[src/sv/thl_pkg.sv]
// shared types and constants of the two-wire handshake link
package thl_pkg;

    localparam int TIMER_WIDTH_DEF = 16;

    localparam int CFG_WIDTH     = 16;
    localparam int TIMEOUT_WIDTH = 16;
    localparam int DELAY_WIDTH   = 8;
    localparam int BYTE_WIDTH    = 8;
    localparam int BIT_CNT_WIDTH = 3;

    // configuration register indexes
    localparam logic CFG_TIMEOUT = 1'b0;
    localparam logic CFG_DELAY   = 1'b1;

    localparam logic [TIMEOUT_WIDTH-1:0] TIMEOUT_RST = 16'd1000;
    localparam logic [DELAY_WIDTH-1:0]   DELAY_RST   = 8'd0;

    // request kinds
    localparam logic [1:0] REQ_TICK = 2'd0;
    localparam logic [1:0] REQ_SEND = 2'd1;
    localparam logic [1:0] REQ_RECV = 2'd2;

    // drive codes
    localparam logic [1:0] DRV_WHITE = 2'd1;
    localparam logic [1:0] DRV_RED   = 2'd2;
    localparam logic [1:0] DRV_REL   = 2'd3;

    // sampled line patterns
    localparam logic [1:0] LINE_RED   = 2'd1;
    localparam logic [1:0] LINE_WHITE = 2'd2;
    localparam logic [1:0] LINES_BOTH = 2'd3;

    // error codes
    localparam logic [1:0] ERR_NONE = 2'd0;
    localparam logic [1:0] ERR_SEND = 2'd1;
    localparam logic [1:0] ERR_RECV = 2'd2;

    typedef enum logic [6:0] {
        PH_IDLE    = 7'b0000001,
        PH_S_LOW   = 7'b0000010,
        PH_S_HIGH  = 7'b0000100,
        PH_S_DELAY = 7'b0001000,
        PH_R_START = 7'b0010000,
        PH_R_ACK   = 7'b0100000,
        PH_R_DELAY = 7'b1000000
    } t_phase;

    typedef struct packed {
        logic [1:0]            req_type;
        logic [BYTE_WIDTH-1:0] tx_byte;
        logic [1:0]            line_in;
    } t_item;

    typedef struct packed {
        logic                  rx_pending;
        logic                  busy_res;
        logic [1:0]            error_code;
        logic                  done_res;
        logic [BYTE_WIDTH-1:0] rx_byte;
        logic [1:0]            line_drive;
    } t_result;

endpackage

[src/sv/thl_in_stage.sv]
// input register stage holding one sampled tick
module thl_in_stage (
    input  logic           i_clk,
    input  logic           i_rst_n,
    input  logic           i_valid,
    output logic           o_ready,
    input  thl_pkg::t_item i_item,
    output logic           o_valid,
    input  logic           i_take,
    output thl_pkg::t_item o_item
);
    import thl_pkg::*;

    logic  r_valid;
    logic  n_valid;
    t_item r_item;

    assign o_ready = !r_valid || i_take;
    assign n_valid = i_valid || (r_valid && !i_take);

    always_ff @(posedge i_clk) begin
        if (!i_rst_n) begin
            r_valid <= 1'b0;
        end else begin
            r_valid <= n_valid;
        end
    end

    always_ff @(posedge i_clk) begin
        if (o_ready && i_valid) begin
            r_item <= i_item;
        end
    end

    assign o_valid = r_valid;
    assign o_item  = r_item;
endmodule

[src/sv/thl_ctrl.sv]
// link controller: state, timers and the per-tick step logic
module thl_ctrl #(
    parameter int TIMER_WIDTH = thl_pkg::TIMER_WIDTH_DEF
) (
    input  logic                        i_clk,
    input  logic                        i_rst_n,
    input  logic                        i_cfg_we,
    input  logic                        i_cfg_idx,
    input  logic [thl_pkg::CFG_WIDTH-1:0] i_cfg_data,
    input  logic                        i_step,
    input  thl_pkg::t_item              i_item,
    output thl_pkg::t_result            o_result
);
    import thl_pkg::*;

    localparam int LW = (TIMER_WIDTH > TIMEOUT_WIDTH) ? TIMER_WIDTH : TIMEOUT_WIDTH;

    logic [TIMEOUT_WIDTH-1:0] r_timeout;
    logic [DELAY_WIDTH-1:0]   r_bit_delay;

    t_phase                   r_phase, n_phase;
    logic [BIT_CNT_WIDTH-1:0] r_bit_cnt, n_bit_cnt;
    logic [BYTE_WIDTH-1:0]    r_shift, n_shift;
    logic [TIMER_WIDTH-1:0]   r_wait, n_wait;
    logic [DELAY_WIDTH-1:0]   r_delay, n_delay;
    logic [1:0]               r_drive, n_drive;

    logic [LW-1:0]          lim_ext;
    logic [LW-1:0]          to_ext;
    logic [LW-1:0]          tmax_ext;
    logic [TIMER_WIDTH-1:0] lim;
    logic                   expired;
    logic [TIMER_WIDTH-1:0] wait_inc;
    logic [1:0]             mask;
    logic                   bit_end;
    logic                   bit_send;
    logic                   adv;
    logic                   adv_send;
    logic                   done;
    logic [1:0]             err;
    logic [BYTE_WIDTH-1:0]  rx;

    // timeout limit capped at the largest timer value
    assign to_ext   = LW'(r_timeout);
    assign tmax_ext = LW'({TIMER_WIDTH{1'b1}});
    assign lim_ext  = (to_ext > tmax_ext) ? tmax_ext : to_ext;
    assign lim      = lim_ext[TIMER_WIDTH-1:0];
    assign expired  = (r_wait >= lim);
    assign wait_inc = r_wait + TIMER_WIDTH'(1);

    always_comb begin
        n_phase   = r_phase;
        n_bit_cnt = r_bit_cnt;
        n_shift   = r_shift;
        n_wait    = r_wait;
        n_delay   = r_delay;
        n_drive   = r_drive;
        mask      = LINE_RED;
        bit_end   = 1'b0;
        bit_send  = 1'b0;
        adv       = 1'b0;
        adv_send  = 1'b0;
        done      = 1'b0;
        err       = ERR_NONE;
        rx        = '0;

        unique case (r_phase)
            PH_IDLE: begin
                if (i_item.req_type == REQ_SEND) begin
                    n_shift   = i_item.tx_byte;
                    n_bit_cnt = '0;
                    n_drive   = i_item.tx_byte[0] ? DRV_RED : DRV_WHITE;
                    n_phase   = PH_S_LOW;
                    n_wait    = '0;
                end else if (i_item.req_type == REQ_RECV) begin
                    n_shift   = '0;
                    n_bit_cnt = '0;
                    n_drive   = DRV_REL;
                    n_phase   = PH_R_START;
                    n_wait    = '0;
                end
            end
            PH_S_LOW: begin
                mask = (r_drive == DRV_RED) ? LINE_RED : LINE_WHITE;
                if ((i_item.line_in & mask) == 2'b00) begin
                    n_drive = DRV_REL;
                    n_phase = PH_S_HIGH;
                    n_wait  = '0;
                end else if (expired) begin
                    done = 1'b1;
                    err  = ERR_SEND;
                end else begin
                    n_wait = wait_inc;
                end
            end
            PH_S_HIGH: begin
                mask = r_shift[0] ? LINE_RED : LINE_WHITE;
                if ((i_item.line_in & mask) != 2'b00) begin
                    bit_end  = 1'b1;
                    bit_send = 1'b1;
                end else if (expired) begin
                    done = 1'b1;
                    err  = ERR_SEND;
                end else begin
                    n_wait = wait_inc;
                end
            end
            PH_R_START: begin
                if (i_item.line_in == LINES_BOTH) begin
                    if (expired) begin
                        done = 1'b1;
                        err  = ERR_RECV;
                    end else begin
                        n_wait = wait_inc;
                    end
                end else begin
                    // red high with white low is a one, anything else a zero
                    if (i_item.line_in == LINE_RED) begin
                        n_shift = {1'b1, r_shift[BYTE_WIDTH-1:1]};
                        n_drive = DRV_WHITE;
                    end else begin
                        n_shift = {1'b0, r_shift[BYTE_WIDTH-1:1]};
                        n_drive = DRV_RED;
                    end
                    n_phase = PH_R_ACK;
                    n_wait  = '0;
                end
            end
            PH_R_ACK: begin
                mask = (r_drive == DRV_WHITE) ? LINE_WHITE : LINE_RED;
                if ((i_item.line_in & mask) != 2'b00) begin
                    bit_end = 1'b1;
                end else if (expired) begin
                    done = 1'b1;
                    err  = ERR_RECV;
                end else begin
                    n_wait = wait_inc;
                end
            end
            PH_S_DELAY, PH_R_DELAY: begin
                n_delay = r_delay - DELAY_WIDTH'(1);
                if (n_delay == '0) begin
                    adv      = 1'b1;
                    adv_send = (r_phase == PH_S_DELAY);
                end
            end
            default: begin
                n_phase = PH_IDLE;
                n_drive = DRV_REL;
            end
        endcase

        // end of one bit handshake
        if (bit_end) begin
            n_drive   = DRV_REL;
            n_bit_cnt = r_bit_cnt + BIT_CNT_WIDTH'(1);
            if (bit_send) begin
                n_shift = {1'b0, r_shift[BYTE_WIDTH-1:1]};
            end
            if (r_bit_delay != '0) begin
                n_delay = r_bit_delay;
                n_phase = bit_send ? PH_S_DELAY : PH_R_DELAY;
            end else begin
                adv      = 1'b1;
                adv_send = bit_send;
            end
        end

        // move on to the next bit or close the byte
        if (adv) begin
            if (n_bit_cnt == '0) begin
                done = 1'b1;
                rx   = adv_send ? '0 : n_shift;
            end else if (adv_send) begin
                n_drive = n_shift[0] ? DRV_RED : DRV_WHITE;
                n_phase = PH_S_LOW;
                n_wait  = '0;
            end else begin
                n_drive = DRV_REL;
                n_phase = PH_R_START;
                n_wait  = '0;
            end
        end

        if (done) begin
            n_phase = PH_IDLE;
            n_drive = DRV_REL;
        end
    end

    always_ff @(posedge i_clk) begin
        if (!i_rst_n) begin
            r_timeout   <= TIMEOUT_RST;
            r_bit_delay <= DELAY_RST;
        end else if (i_cfg_we) begin
            if (i_cfg_idx == CFG_TIMEOUT) begin
                r_timeout <= i_cfg_data[TIMEOUT_WIDTH-1:0];
            end else begin
                r_bit_delay <= i_cfg_data[DELAY_WIDTH-1:0];
            end
        end
    end

    always_ff @(posedge i_clk) begin
        if (!i_rst_n) begin
            r_phase   <= PH_IDLE;
            r_bit_cnt <= '0;
            r_shift   <= '0;
            r_wait    <= '0;
            r_delay   <= '0;
            r_drive   <= DRV_REL;
        end else if (i_step) begin
            r_phase   <= n_phase;
            r_bit_cnt <= n_bit_cnt;
            r_shift   <= n_shift;
            r_wait    <= n_wait;
            r_delay   <= n_delay;
            r_drive   <= n_drive;
        end
    end

    assign o_result.line_drive = n_drive;
    assign o_result.rx_byte    = rx;
    assign o_result.done_res   = done;
    assign o_result.error_code = err;
    assign o_result.busy_res   = (n_phase != PH_IDLE);
    assign o_result.rx_pending = (n_phase == PH_IDLE) && (i_item.line_in != LINES_BOTH);
endmodule

[src/sv/thl_out_stage.sv]
// result register stage facing the downstream side
module thl_out_stage (
    input  logic             i_clk,
    input  logic             i_rst_n,
    input  logic             i_valid,
    output logic             o_ready,
    input  thl_pkg::t_result i_result,
    output logic             o_valid,
    input  logic             i_ready,
    output thl_pkg::t_result o_result
);
    import thl_pkg::*;

    logic    r_valid;
    logic    n_valid;
    t_result r_result;

    assign o_ready = !r_valid || i_ready;
    assign n_valid = i_valid || (r_valid && !i_ready);

    always_ff @(posedge i_clk) begin
        if (!i_rst_n) begin
            r_valid <= 1'b0;
        end else begin
            r_valid <= n_valid;
        end
    end

    always_ff @(posedge i_clk) begin
        if (o_ready && i_valid) begin
            r_result <= i_result;
        end
    end

    assign o_valid  = r_valid;
    assign o_result = r_result;
endmodule

[src/sv/two_wire_handshake_link.sv]
// top level of the two-wire handshake byte link controller
//
//  channel   dir  beat contents
//  s_axis    in   tdata: tx_byte[7:0], line_in[9:8]; tuser: req_type[1:0]
//  m_axis    out  tdata: line_drive[1:0], rx_byte[9:2], done_res[10],
//                 error_code[12:11], busy_res[13], rx_pending[14]
//  cfg       in   i_cfg_idx 0 timeout_ticks, 1 bit_delay_ticks
//
// one beat in and one beat out per cycle while m_axis is not stalled; a beat taken
// on s_axis passes through the input register, then the result register, to m_axis.
// the controller state steps only when a tick moves into the result register.
// reset is synchronous and leaves the lines released with no transfer pending.
// a stall on m_axis backs up through both registers to s_axis_tready.
module two_wire_handshake_link #(
    parameter int TIMER_WIDTH = thl_pkg::TIMER_WIDTH_DEF
) (
    input  logic                          i_clk,
    input  logic                          i_rst_n,
    input  logic                          i_cfg_we,
    input  logic                          i_cfg_idx,
    input  logic [thl_pkg::CFG_WIDTH-1:0] i_cfg_data,
    input  logic                          s_axis_tvalid,
    output logic                          s_axis_tready,
    input  logic [15:0]                   s_axis_tdata,  // tx_byte, line_in
    input  logic [1:0]                    s_axis_tuser,  // req_type
    output logic                          m_axis_tvalid,
    input  logic                          m_axis_tready,
    // line_drive, rx_byte, done_res, error_code, busy_res, rx_pending
    output logic [15:0]                   m_axis_tdata
);
    import thl_pkg::*;

    t_item   in_item;
    t_item   stg_item;
    t_result step_result;
    t_result out_result;
    logic    stg_valid;
    logic    out_ready;
    logic    step;

    assign in_item.req_type = s_axis_tuser;
    assign in_item.tx_byte  = s_axis_tdata[7:0];
    assign in_item.line_in  = s_axis_tdata[9:8];

    assign step = stg_valid && out_ready;

    thl_in_stage u_in (
        .i_clk   (i_clk),
        .i_rst_n (i_rst_n),
        .i_valid (s_axis_tvalid),
        .o_ready (s_axis_tready),
        .i_item  (in_item),
        .o_valid (stg_valid),
        .i_take  (step),
        .o_item  (stg_item)
    );

    thl_ctrl #(
        .TIMER_WIDTH (TIMER_WIDTH)
    ) u_ctrl (
        .i_clk      (i_clk),
        .i_rst_n    (i_rst_n),
        .i_cfg_we   (i_cfg_we),
        .i_cfg_idx  (i_cfg_idx),
        .i_cfg_data (i_cfg_data),
        .i_step     (step),
        .i_item     (stg_item),
        .o_result   (step_result)
    );

    thl_out_stage u_out (
        .i_clk    (i_clk),
        .i_rst_n  (i_rst_n),
        .i_valid  (stg_valid),
        .o_ready  (out_ready),
        .i_result (step_result),
        .o_valid  (m_axis_tvalid),
        .i_ready  (m_axis_tready),
        .o_result (out_result)
    );

    assign m_axis_tdata = {1'b0, out_result};

`ifndef ASSERT_OFF
    // an abort always ends the transfer with the lines released
    a_err_ends: assert property (@(posedge i_clk) disable iff (!i_rst_n)
        (m_axis_tvalid && out_result.error_code != ERR_NONE) |->
        (out_result.done_res && !out_result.busy_res && out_result.line_drive == DRV_REL))
        else $error("error beat without a clean finish");

    // a pending receive is only reported while idle
    a_pend_idle: assert property (@(posedge i_clk) disable iff (!i_rst_n)
        m_axis_tvalid |-> !(out_result.busy_res && out_result.rx_pending))
        else $error("rx_pending while busy");

    // a stepped tick always lands in the result register
    a_step_lands: assert property (@(posedge i_clk) disable iff (!i_rst_n)
        step |=> m_axis_tvalid)
        else $error("stepped tick lost before the result register");
`endif
endmodule
[config.mk]
export PLATFORM = sky130hd
export DESIGN_NAME = two_wire_handshake_link
export DESIGN_NICKNAME = d
export VERILOG_FILES = /design/src/sv/thl_pkg.sv /design/src/sv/thl_in_stage.sv /design/src/sv/thl_ctrl.sv /design/src/sv/thl_out_stage.sv /design/src/sv/two_wire_handshake_link.sv
export SDC_FILE = /design/constraint.sdc
export NUM_CORES = 1
export LEC_CHECK = 0
export ABC_AREA = 1
export BUFFER_PORTS_ARGS = -buffer_cell sky130_fd_sc_hd__buf_2
export CORE_MARGIN = 5
export CORE_UTILIZATION = 30
export DETAILED_ROUTE_END_ITERATION = 7
export GPL_TIMING_DRIVEN = 0
export PLACE_DENSITY = 0.43
export SYNTH_ARGS = -nofsm -noshare
export SYNTH_HDL_FRONTEND = slang
export SYNTH_HIERARCHICAL = 1
export SYNTH_SLANG_ARGS = --single-unit
[constraint.sdc]
create_clock -name i_clk -period 4.4 [get_ports i_clk]
set_clock_uncertainty 0.05 [all_clocks]
set_input_delay 0.88 -clock i_clk [delete_from_list [all_inputs] [get_ports i_clk]]
set_output_delay 0.88 -clock i_clk [all_outputs]
set_load 0.01 [all_outputs]
* Word level (Yosys, flattened, before mapping)
Cells that the tools add are included.
** Cells by class
- Add/subtract/negate cells :: 3
- $lt $le $gt $ge :: 2
- Eq/ne operators :: 16
- Muxes and demuxes :: 80
- Bitwise operators :: 6
- Reduce and logical (&&, ||, !) cells :: 24
** Operators with widths (count)
- $mux W16 :: 10
- $pmux W16 S5 :: 1
- $mux W8 :: 9
- $mux W7 :: 10
- $mux W2 :: 20
- $pmux W7 S4 :: 1
- $mux W1 :: 19
- $add A16 B1 Y16 const B :: 1
- $ge A16 B16 Y1 :: 1
- $gt A16 B16 Y1 const B :: 1
- $pmux W2 S4 :: 2
- $pmux W8 S2 :: 1
- $eq A7 B1 Y1 const B :: 2
- $mux W3 :: 4
- $logic_not A8 Y1 :: 1
- $reduce_bool A8 Y1 :: 1
- $sub A8 B1 Y8 const B :: 1
- $eq A7 B2 Y1 const B :: 1
- $eq A7 B3 Y1 const B :: 1
- $eq A7 B4 Y1 const B :: 1
- $eq A7 B5 Y1 const B :: 1
- $eq A7 B6 Y1 const B :: 1
- $eq A7 B7 Y1 const B :: 1
- $ne A7 B1 Y1 const B :: 1
- other kinds (19) :: 39
** Word-level totals
- Flip-flop bits (word level) :: 97
- Bits of input ports :: 40
- Output and inout port bits :: 18
- Word-level logic and storage cells :: 150

* Longest topological paths before layout
Gate-level depths: netlist of the first run.
- Depth after elaboration :: 13
- Gate-level depth with buffers :: 17

* Cells and area by module
Netlist of the first run, hierarchy kept.
** By module, submodules not included
- thl_ctrl :: times used 1, cells each 781, area each 4760.8 sq um, seq. area each 1361.3 sq um
- thl_out_stage :: times used 1, cells each 22, area each 501.7 sq um, seq. area each 470.5 sq um
- thl_in_stage :: times used 1, cells each 19, area each 411.6 sq um, seq. area each 380.4 sq um
- two_wire_handshake_link :: times used 1, cells each 4, area each 18.8 sq um, seq. area each 0.0 sq um

* Worst setup path after synthesis of the first run
OpenSTA, ideal clock, no wires.
- Path type :: input-to-reg
- From :: in m_axis_tready
- To :: reg u_in.r_item (netlist bit u_in/o_item[0]), enable pin
- Library setup time :: 0.385 ns
- Arrival time :: 1.796 ns
- Data required time :: 3.965 ns
- Path slack :: 2.169 ns
- Cell stages on the path :: 6
- Path buffers :: 0
- Cell sequence :: inv_2 nand2_2 nand2_1 inv_1 inv_2 a21oi_1
** Between the ends
- Longest elaborated chain between the ends :: 4
** Ends and longest elaborated chain
- start, declared :: line two_wire_handshake_link.sv:27 : input logic m_axis_tready,
- $logic_or A1 B1 Y1 :: line thl_out_stage.sv:18 : assign o_ready = !r_valid || i_ready;
- named net out_ready :: line two_wire_handshake_link.sv:38 : logic out_ready;
- $logic_and A1 B1 Y1 :: line two_wire_handshake_link.sv:45 : assign step = stg_valid && out_ready;
- named net step :: line two_wire_handshake_link.sv:39 : logic step;
- $logic_or A1 B1 Y1 :: line thl_in_stage.sv:18 : assign o_ready = !r_valid || i_take;
- $logic_and A1 B1 Y1 :: line thl_in_stage.sv:30 : if (o_ready && i_valid) begin
- end signal, assigned :: line thl_in_stage.sv:31 : r_item <= i_item;
- end, declared :: line thl_in_stage.sv:16 : t_item r_item;
The timed path passes the listed nets, and every way through them passes these cells.
A chain may end at the register's enable or synchronous reset.

* Final worst setup path of the first run
- From :: reg u_ctrl.r_wait[11]
- To :: reg u_out.r_result (netlist bit u_out/o_result[10]), data pin
** Between the ends
- Longest elaborated chain between the ends :: 6
- Elaborated cells between the ends (all ways) :: 9
- Classes of those cells :: order compare: 1; mux: 8
** Ends and longest elaborated chain
- start, declared :: line thl_ctrl.sv:24 : logic [TIMER_WIDTH-1:0] r_wait, n_wait;
- start signal, assigned :: line thl_ctrl.sv:216 : r_wait <= n_wait;
- $ge A16 B16 Y1 (*) :: line thl_ctrl.sv:48 : assign expired = (r_wait >= lim);
- $mux W1 (*)
- $mux W1, on equally long branches
- $pmux W1 S4 (*) :: line thl_ctrl.sv:67 : unique case (r_phase)
- $mux W1 :: line thl_ctrl.sv:171 : if (n_bit_cnt == '0) begin
- $mux W1 (*) :: line thl_ctrl.sv:170 : if (adv) begin
- named net u_ctrl.done :: line thl_ctrl.sv:39 : logic done;
- end signal, assigned :: line thl_out_stage.sv:31 : r_result <= i_result;
- end, declared :: line thl_out_stage.sv:16 : t_result r_result;
Mark *: on every way through the listed nets, which the timed path passes. The rest lies on a longest branch.

==> results of run 1 <==
-- per-layer routing --
metal / vias to the layer above / routed length (microns) / GRT usage (%)
li1: 2849 / - / -
met1: 2465 / 8750 / 22.9
met2: 95 / 7310 / 24.4
met3: 18 / 664 / 2.61
met4: 0 / 248 / 4.29
met5: - / 0 / 0
-- worst min-delay path, cell delays in order (launching register included) --
cell and delay [ns]:
dfxtp_1 0.30, inv_1 0.07, a21oi_1 0.06
-- cells by family (layout without fill, tap and decap cells) --
logic type               after synthesis  in the layout
AO/OA/AOI/OAI                        174            174
XOR/XNOR                               2              2
adder cells (fa/ha/maj)               20             20
buffers and inverters                123            189
flip-flops                            97             97
other                                  1              1
AND/OR/NAND/NOR                      409            409
-- synth_stat cells, drive strengths merged --
master    n  share of area, %
nand3    65               6.1
xnor2     1              0.15
a21boi    1              0.13
a21oi    80               7.4
o21ai    67               6.0
clkinv    1             0.066
nor3      9              0.79
a31o      1              0.15
nor2     93               6.8
o22ai     1              0.11
or2       4              0.44
a221oi    3              0.46
inv      95               6.3
ha       20               4.4
nand4    10               1.1
a22oi     6              0.79
edfxtp   27                14
dfxtp    70                25
nand3b    2              0.26
xor2      1              0.15
conb      1             0.066
clkbuf   19               1.3
buf       8              0.90
o211ai   13               1.7
nand2   225                15
o21bai    2              0.26
nor4      1              0.11
-- layout make-up --
type | instances | area (sq um)
Fill cell | 2069 | 12200
Multi-Input combinational cell | 606 | 3000
Sequential cell | 97 | 2210
Inverter | 96 | 360
Tap cell | 234 | 293
Timing Repair Buffer | 50 | 250
Clock buffer | 11 | 233
Buffer | 27 | 123
Clock inverter | 5 | 82.6
-- stage by stage --
step / worst slack [ns] / cell area (sq um)
2_1_floorplan: 2.17 / 5690
3_3_place_gp: 1.57 / 6240
3_5_place_dp: 1.60 / 6240
4_1_cts: 1.59 / 6560
5_1_grt: 1.33 / 6560
6_report: 1.61 / 6560
-- registers in the layout, indices dropped and copies added, names as in the netlist --
| signal | cells |
|---|---|
| u_ctrl/r_timeout | 16 |
| u_ctrl/r_wait | 16 |
| u_out/o_result | 15 |
| u_in/o_item | 12 |
| u_ctrl/r_bit_delay | 8 |
| u_ctrl/r_delay | 8 |
| u_ctrl/r_shift | 8 |
| u_ctrl/r_phase | 7 |
| u_ctrl/r_bit_cnt | 3 |
| u_ctrl/r_drive | 2 |
| u_in/o_valid | 1 |
| u_out/o_valid | 1 |
-- report_power, final --
part	switching (uW)	internal, uW
Combinational	285	133
Clock	359	501
Sequential	33.3	973
-- final timing paths --
kind / endpoint / slack (ns) / depth (start not counted)
worst max-delay path: u_out/o_result[10] / 1.61 / 11
worst min-delay path: u_ctrl/r_timeout[1] / 0.42 / 2
worst max register to register: u_out/o_result[10] / 1.61 / 11
worst min register to register: u_ctrl/r_timeout[1] / 0.42 / 2
==> impl_metrics.toml, run 1 <==
[outcome]
status = "completed"

[power]
p_leak_uw = 0.00288
ir_worst_vdd_uv = 172
p_total_uw = 2280
powerDensity_mw_per_mm2 = 348

[floorplanning]
die_w_microns = 148
start_util_pct = 30.4
die_area_sq_mm = 0.0218
num_io_pins = 58
placementRows = 50
chipHeight_microns = 148
coreArea_sq_mm = 0.0187

[logic_synthesis]
synthXorXnorAreaFrac_pct = 0.308
synth_compound_area_share_pct = 17.0
synth_top_family_by_area = "simple AND/OR/NAND/NOR gates"
yosysUniqueCellTypes = 40
ys_seq_area_share_pct = 38.9
syn_area_sq_mm = 0.00569
synthSimpleGateAreaFrac_pct = 30.9
synth_area_per_cell_sq_um = 6.89
ys_warn_count = 6
ys_seq_elements = 97
yosys.area_share.adder_pct = 4.40
muxShareOfSynthArea_pct = 0
synthCells = 826
synth_nets = 886

[setup_path]
worstPathArrival_ns = 2.85
worst-path-max-fanout = 7
crit_start = "u_ctrl/r_wait[11]"
worst_path_max_delay_cell = "dfxtp_1"
path_class = "reg -> reg"
r2r_start = "u_ctrl/r_wait[11]"
path_delay_family = "simple AND/OR/NAND/NOR gates"
required_ns = 4.46
max_stage_delay_ns = 0.48
start_kind = "flip-flop"
endpoint_kind = "flip-flop"
cp_num_buf_inv = 1
path_cells = "ha_1 > nand2_1 > o21bai_1 > a21oi_1 > nor2_1 > nand2_1 > nand2_1 > nor2_1 > nor2_1 > o21ai_0 > buf_4"

[timing]
fin_tns_setup_ns = 0
slew_headroom_pct = 23.4
min_period_ns = 2.79
hold_viol_final = 0
report.final.slew_viol_count = 0
rsz0062_at_grt = "no"
fmax_mhz = 358
finalSetupViolCount = 0
period_share_pct = 63.4
worstMarginPinSlew_ns = 1.15
hold_ws_ns = 0.417

[clock_network]
htree_levels = 3
cts_root_buf = "clkbuf_16"
worstSkewPairLatency_ns = 0.35
ctsResizeCount = 0
path_clk_slew_ns = 0.07
cts_tree = "yes"
cts_buffers = 9
post_cts_buffers = 0
cts_sinks = 97
clock_path_buffers = 2
cts_hold_buffers = 0

[cells_and_area]
syn_to_final_growth_pct = 15.1
fin_nets = 947
drive_gt1_share_pct = 12.3
final_util_pct = 35.0
diodes = 0
final_common_cell = "nand2_1"
final_cells = 1126
layout_common_cells = "nand2_1 (219), inv_1 (88), nor2_1 (82)"

[drt]
viasPerCell = 4.82
dr.pass1.iters = 5
wl_microns = 17000
dr_total_vias = 5427
drt_iter0_drc = 306
drcViolationCount = 0
routedWlPerCell_microns = 15.1
antenna_left = 0

[global_routing]
grt_pass1_vias = 5216
grt-ovfl-total = 0
antenna_found_initial = 0
grt_pass1_wl_microns = 27400
grt_use_total_pct = 15.8
grt_max_degree = 17

[place]
io_buffers = 50
dp.cells = 1110
hpwl_microns = 13000
routabilityCongestion = 0.860

[flow_run]
max-cap-violations = 0

[min_path]
hp-start = "u_ctrl/r_timeout[1]"
holdCritPathClass = "reg -> reg"
Power figures use the tool's default switching activity.
==> inputs of run 2 (changes only) <==
Clock period 4.4 ns to 2.8 ns, I/O delays scaled along.
==> run 2 against run 1 <==
  * Global-route usage is the same
  * Clock power grew 57%
  * Non-clock buffer count is the same
  * Power grew 57%
  * Largest cell class unchanged
  * Highest routed layer unchanged
==> impl_metrics.toml, run 2 (synthesis results as in run 1) <==
[setup_path]
start_kind = "flip-flop"
path_class = "reg -> reg"
endpoint_kind = "flip-flop"
required_ns = 2.86
worst-path-max-fanout = 6
worstPathArrival_ns = 2.63

[place]
dpl-instance-area_sq_mm = 0.00624
hpwl_microns = 13000
routabilityCongestion = 0.860
io_buffers = 50

[power]
p_leak_uw = 0.00288
p_total_uw = 3590
ir_worst_vdd_uv = 270
powerDensity_mw_per_mm2 = 546

[clock_network]
cts_hold_buffers = 0
post_cts_buffers = 0
path_clk_slew_ns = 0.07
cts_sinks = 97
cts_tree = "yes"
worstSkewPairLatency_ns = 0.35
cts_buffers = 9
htree_levels = 3
clock_path_buffers = 2
cts_root_buf = "clkbuf_16"

[timing]
slew_headroom_pct = 23.4
min_period_ns = 2.57
report.final.slew_viol_count = 0
period_share_pct = 91.6
worstMarginPinSlew_ns = 1.15
rsz0062_at_grt = "no"
finalSetupViolCount = 0
hold_viol_final = 0
fmax_mhz = 390

[global_routing]
grt_max_degree = 17
grt_pass1_vias = 5216
grt_pass1_wl_microns = 27400
grt_use_total_pct = 15.8
grt-ovfl-total = 0
antenna_found_initial = 0

[floorplanning]
chipHeight_microns = 148
coreArea_sq_mm = 0.0187
placementRows = 50
num_io_pins = 58
die_area_sq_mm = 0.0218
start_util_pct = 30.4
die_w_microns = 148

[drt]
drt_iter0_drc = 268
drcViolationCount = 0
dr_total_vias = 5439
viasPerCell = 4.83
routedWlPerCell_microns = 15.1
dr.pass1.iters = 4
wl_microns = 17000
antenna_left = 0

[cells_and_area]
drive_gt1_share_pct = 12.7
fin_area_sq_mm = 0.00657
diodes = 0
layout_common_cells = "nand2_1 (219), inv_1 (88), nor2_1 (80)"
final_common_cell = "nand2_1"
syn_to_final_growth_pct = 15.5
fill_cells = 2062
fin_nets = 947

[min_path]
holdCritPathClass = "in -> reg"

[flow_run]
max-cap-violations = 0

[outcome]
status = "completed"
run 2: final timing paths:
kind | to | cells past startpoint | startpoint | slack [ns]
worst min register to register | u_ctrl/r_timeout[1] | 2 | u_ctrl/r_timeout[1] | 0.42
worst max register to register | u_out/o_result[14] | 15 | u_ctrl/r_wait[3] | 0.23
worst min-delay path | u_in/o_item[4] | 1 | s_axis_tdata[2] | 0.33
worst max-delay path | u_out/o_result[14] | 15 | u_ctrl/r_wait[3] | 0.23
run 2: power breakdown:
part	internal, uW	switching, uW	total (uW)
registers	1530	52.1	1580
logic	209	449	658
clock network	787	566	1350
total	2520	1070	3590
run 2: area by class of cell:
class / count / area (sq um) / share of cell area, %
Buffer: 27 / 123 / 1.87
Clock buffer: 11 / 233 / 3.54
Clock inverter: 5 / 82.6 / 1.26
Inverter: 96 / 360 / 5.48
Multi-Input combinational cell: 606 / 3020 / 45.9
Sequential cell: 97 / 2210 / 33.7
Tap cell: 234 / 293 / 4.45
Timing Repair Buffer: 50 / 250 / 3.81
run 2: stage by stage:
stage          std cells  hold WS [ns]  worst slack [ns]  TNS, ns  util (%)
2_1_floorplan        826         0.385             0.608        0         -
3_3_place_gp        1110         0.408           -0.0337  -0.0337      33.3
3_5_place_dp        1110         0.413           0.00171        0      33.4
4_1_cts             1126         0.317             0.117        0      35.1
5_1_grt             1126         0.317            0.0170        0      35.1
6_report            1126         0.329             0.235        0      35.1
run 2: what timing repair did:
item / 4_1_cts / 5_1_grt
pin swaps: 0 / 0
gates resized for setup: 1 / 4
endpoints found under the setup margin: 1 / 14
endpoints found under the hold margin: 0 / 0
run 2: layer usage:
layer	wire length, microns	GRT usage (%)
met2	7310	24.4
met3	698	2.61
met1	8740	22.9
met5	0	0
met4	248	4.29
run 2: worst max-delay path: stages, from the launching register on:
cell and delay [ns]:
dfxtp_1 0.45, ha_1 0.29, nand2_1 0.09, nor2_1 0.05, nand2_1 0.05, nand2_1 0.04, nor2_1 0.08, nand2_1 0.10
nand2_1 0.21, nand2_1 0.22, inv_1 0.16, a21oi_1 0.07, nor2_2 0.21, nand2_1 0.12, nand2_1 0.09, inv_1 0.04
==> inputs of run 3 (changes only) <==
Settings changed: CELL_PAD_IN_SITES_DETAIL_PLACEMENT set to 0, CELL_PAD_IN_SITES_GLOBAL_PLACEMENT set to 1, PLACE_DENSITY 0.43 to 0.57.
==> run 3 against run 2 <==
  * Highest routed layer unchanged
  * Power shrank 4.5%
  * Fmax about the same
  * Design area fell by 0.59%
  * Worst setup slack improved by 0.00068 ns
==> impl_metrics.toml, run 3 (synthesis results as in run 1) <==
[outcome]
status = "completed"

[cells_and_area]
syn_to_final_growth_pct = 14.8
final_common_cell = "nand2_1"
fill_cells = 2038
diodes = 0
drive_gt1_share_pct = 12.9
multi_input_area_sq_mm = 0.00303
fin_area_sq_mm = 0.00653
final_cells = 1126
register_area_sq_mm = 0.00221
fin_nets = 947
layout_common_cells = "nand2_1 (217), inv_1 (88), nor2_1 (80)"

[setup_path]
cp_num_buf_inv = 3
required_ns = 2.86
worstPathArrival_ns = 2.62
path_class = "reg -> reg"
worst-path-max-fanout = 7
start_kind = "flip-flop"
path_cells = "inv_1 > ha_1 > nand2_1 > o21ai_0 > nand2_1 > nor2_1 > nand3_1 > nand2_2 > inv_1 > nor2_1 > nor2_2 > nand2_1 > inv_2"
path_delay_family = "simple AND/OR/NAND/NOR gates"
cpMostUsedCell = "nand2_1"
endpoint_kind = "flip-flop"
worst_path_max_delay_cell = "nor2_1"
max_stage_delay_ns = 0.34

[floorplanning]
start_util_pct = 30.4
num_io_pins = 58
die_w_microns = 148
placementRows = 50
die_area_sq_mm = 0.0218
coreArea_sq_mm = 0.0187
chipHeight_microns = 148

[power]
ir_worst_vdd_uv = 256
powerDensity_mw_per_mm2 = 525
p_leak_uw = 0.00286

[clock_network]
htree_levels = 3
path_clk_slew_ns = 0.07
post_cts_buffers = 0
cts_sinks = 97
cts_hold_buffers = 0
cts_buffers = 9
cts_tree = "yes"
clock_path_buffers = 2
worstSkewPairLatency_ns = 0.36
cts_root_buf = "clkbuf_16"

[timing]
slew_headroom_pct = 38.6
worstMarginPinSlew_ns = 0.921
fmax_mhz = 390
rsz0062_at_grt = "no"
min_period_ns = 2.56
period_share_pct = 91.6
fin_tns_setup_ns = 0
finalSetupViolCount = 0
report.final.slew_viol_count = 0
hold_viol_final = 0

[global_routing]
grt_pass1_wl_microns = 28800
grt_pass1_vias = 5472
antenna_found_initial = 0
grt-ovfl-total = 0
grt_use_total_pct = 16.7
grt_max_degree = 17

[drt]
wl_microns = 18000
dr.pass1.iters = 5
routedWlPerCell_microns = 16.0
drcViolationCount = 0
drt_iter0_drc = 540
viasPerCell = 4.94
dr_total_vias = 5560
antenna_left = 0

[place]
dpl-instance-area_sq_mm = 0.00624
dp.cells = 1110
routabilityCongestion = 0.899
hpwl_microns = 13800
io_buffers = 50

[flow_run]
max-cap-violations = 0

[min_path]
holdCritPathClass = "in -> reg"
==> run 3: cell types whose count changed in the layout (fill, tap and decap cells not counted), moves of 2 or more <==
cell | before | now
bufinv_16 | 2 | 0
clkinvlp_4 | 0 | 2
inv_6 | 0 | 2
clkinv_4 | 2 | 0
nand2_2 | 4 | 6
nand2_1 | 219 | 217
==> run 3: cell type report <==
type,instances,area share (%)
multi-input combinational,606,46.3
sequential,97,33.9
inverter,96,5.52
tap,234,4.48
timing repair buffer,50,3.83
clock buffer,10,3.50
buffer,27,1.88
clock inverter,6,0.632
==> run 3: routing by layer <==
metal,up-vias,track usage (%),part of all wire [%],wire (microns)
met2,109,29.1,48,8620
met1,2585,21.0,46,8320
met3,20,3.10,4.2,746
met5,-,0,0,0
li1,2846,-,-,-
met4,0,4.80,1.6,284
==> run 3: stage by stage <==
stage	hold WS [ns]	utilization (%)	total power, uW	setup WS [ns]
after global placement	0.407	33.3	2280	-0.141
after CTS	0.315	34.8	3490	0.121
after floorplan	0.385	-	2060	0.608
after detailed placement	0.413	33.4	2280	-0.193
after global routing	0.308	34.9	3650	0.0545
final	0.329	34.9	3430	0.235
==> run 3: report_power, final <==
group / total (uW) / switching [uW] / internal, uW
registers: 1580 / 54.4 / 1530
clock network: 1180 / 577 / 606
logic: 666 / 456 / 209
total: 3430 / 1090 / 2340
==> run 3: final timing paths <==
kind                            depth (start not counted)                  from  slack, ns              endpoint
worst min-delay path                                    1       s_axis_tuser[0]       0.33       u_in/o_item[10]
worst max-delay path                                   13     u_ctrl/r_delay[0]       0.24    u_out/o_result[13]
worst max register to register                         13     u_ctrl/r_delay[0]       0.24    u_out/o_result[13]
worst min register to register                          2  u_ctrl/r_timeout[15]       0.42  u_ctrl/r_timeout[15]
==> run 3: repair_timing <==
action                     CTS  global route
gates resized for setup      2             4
setup endpoints to repair    1             7
pin swaps                    0             0
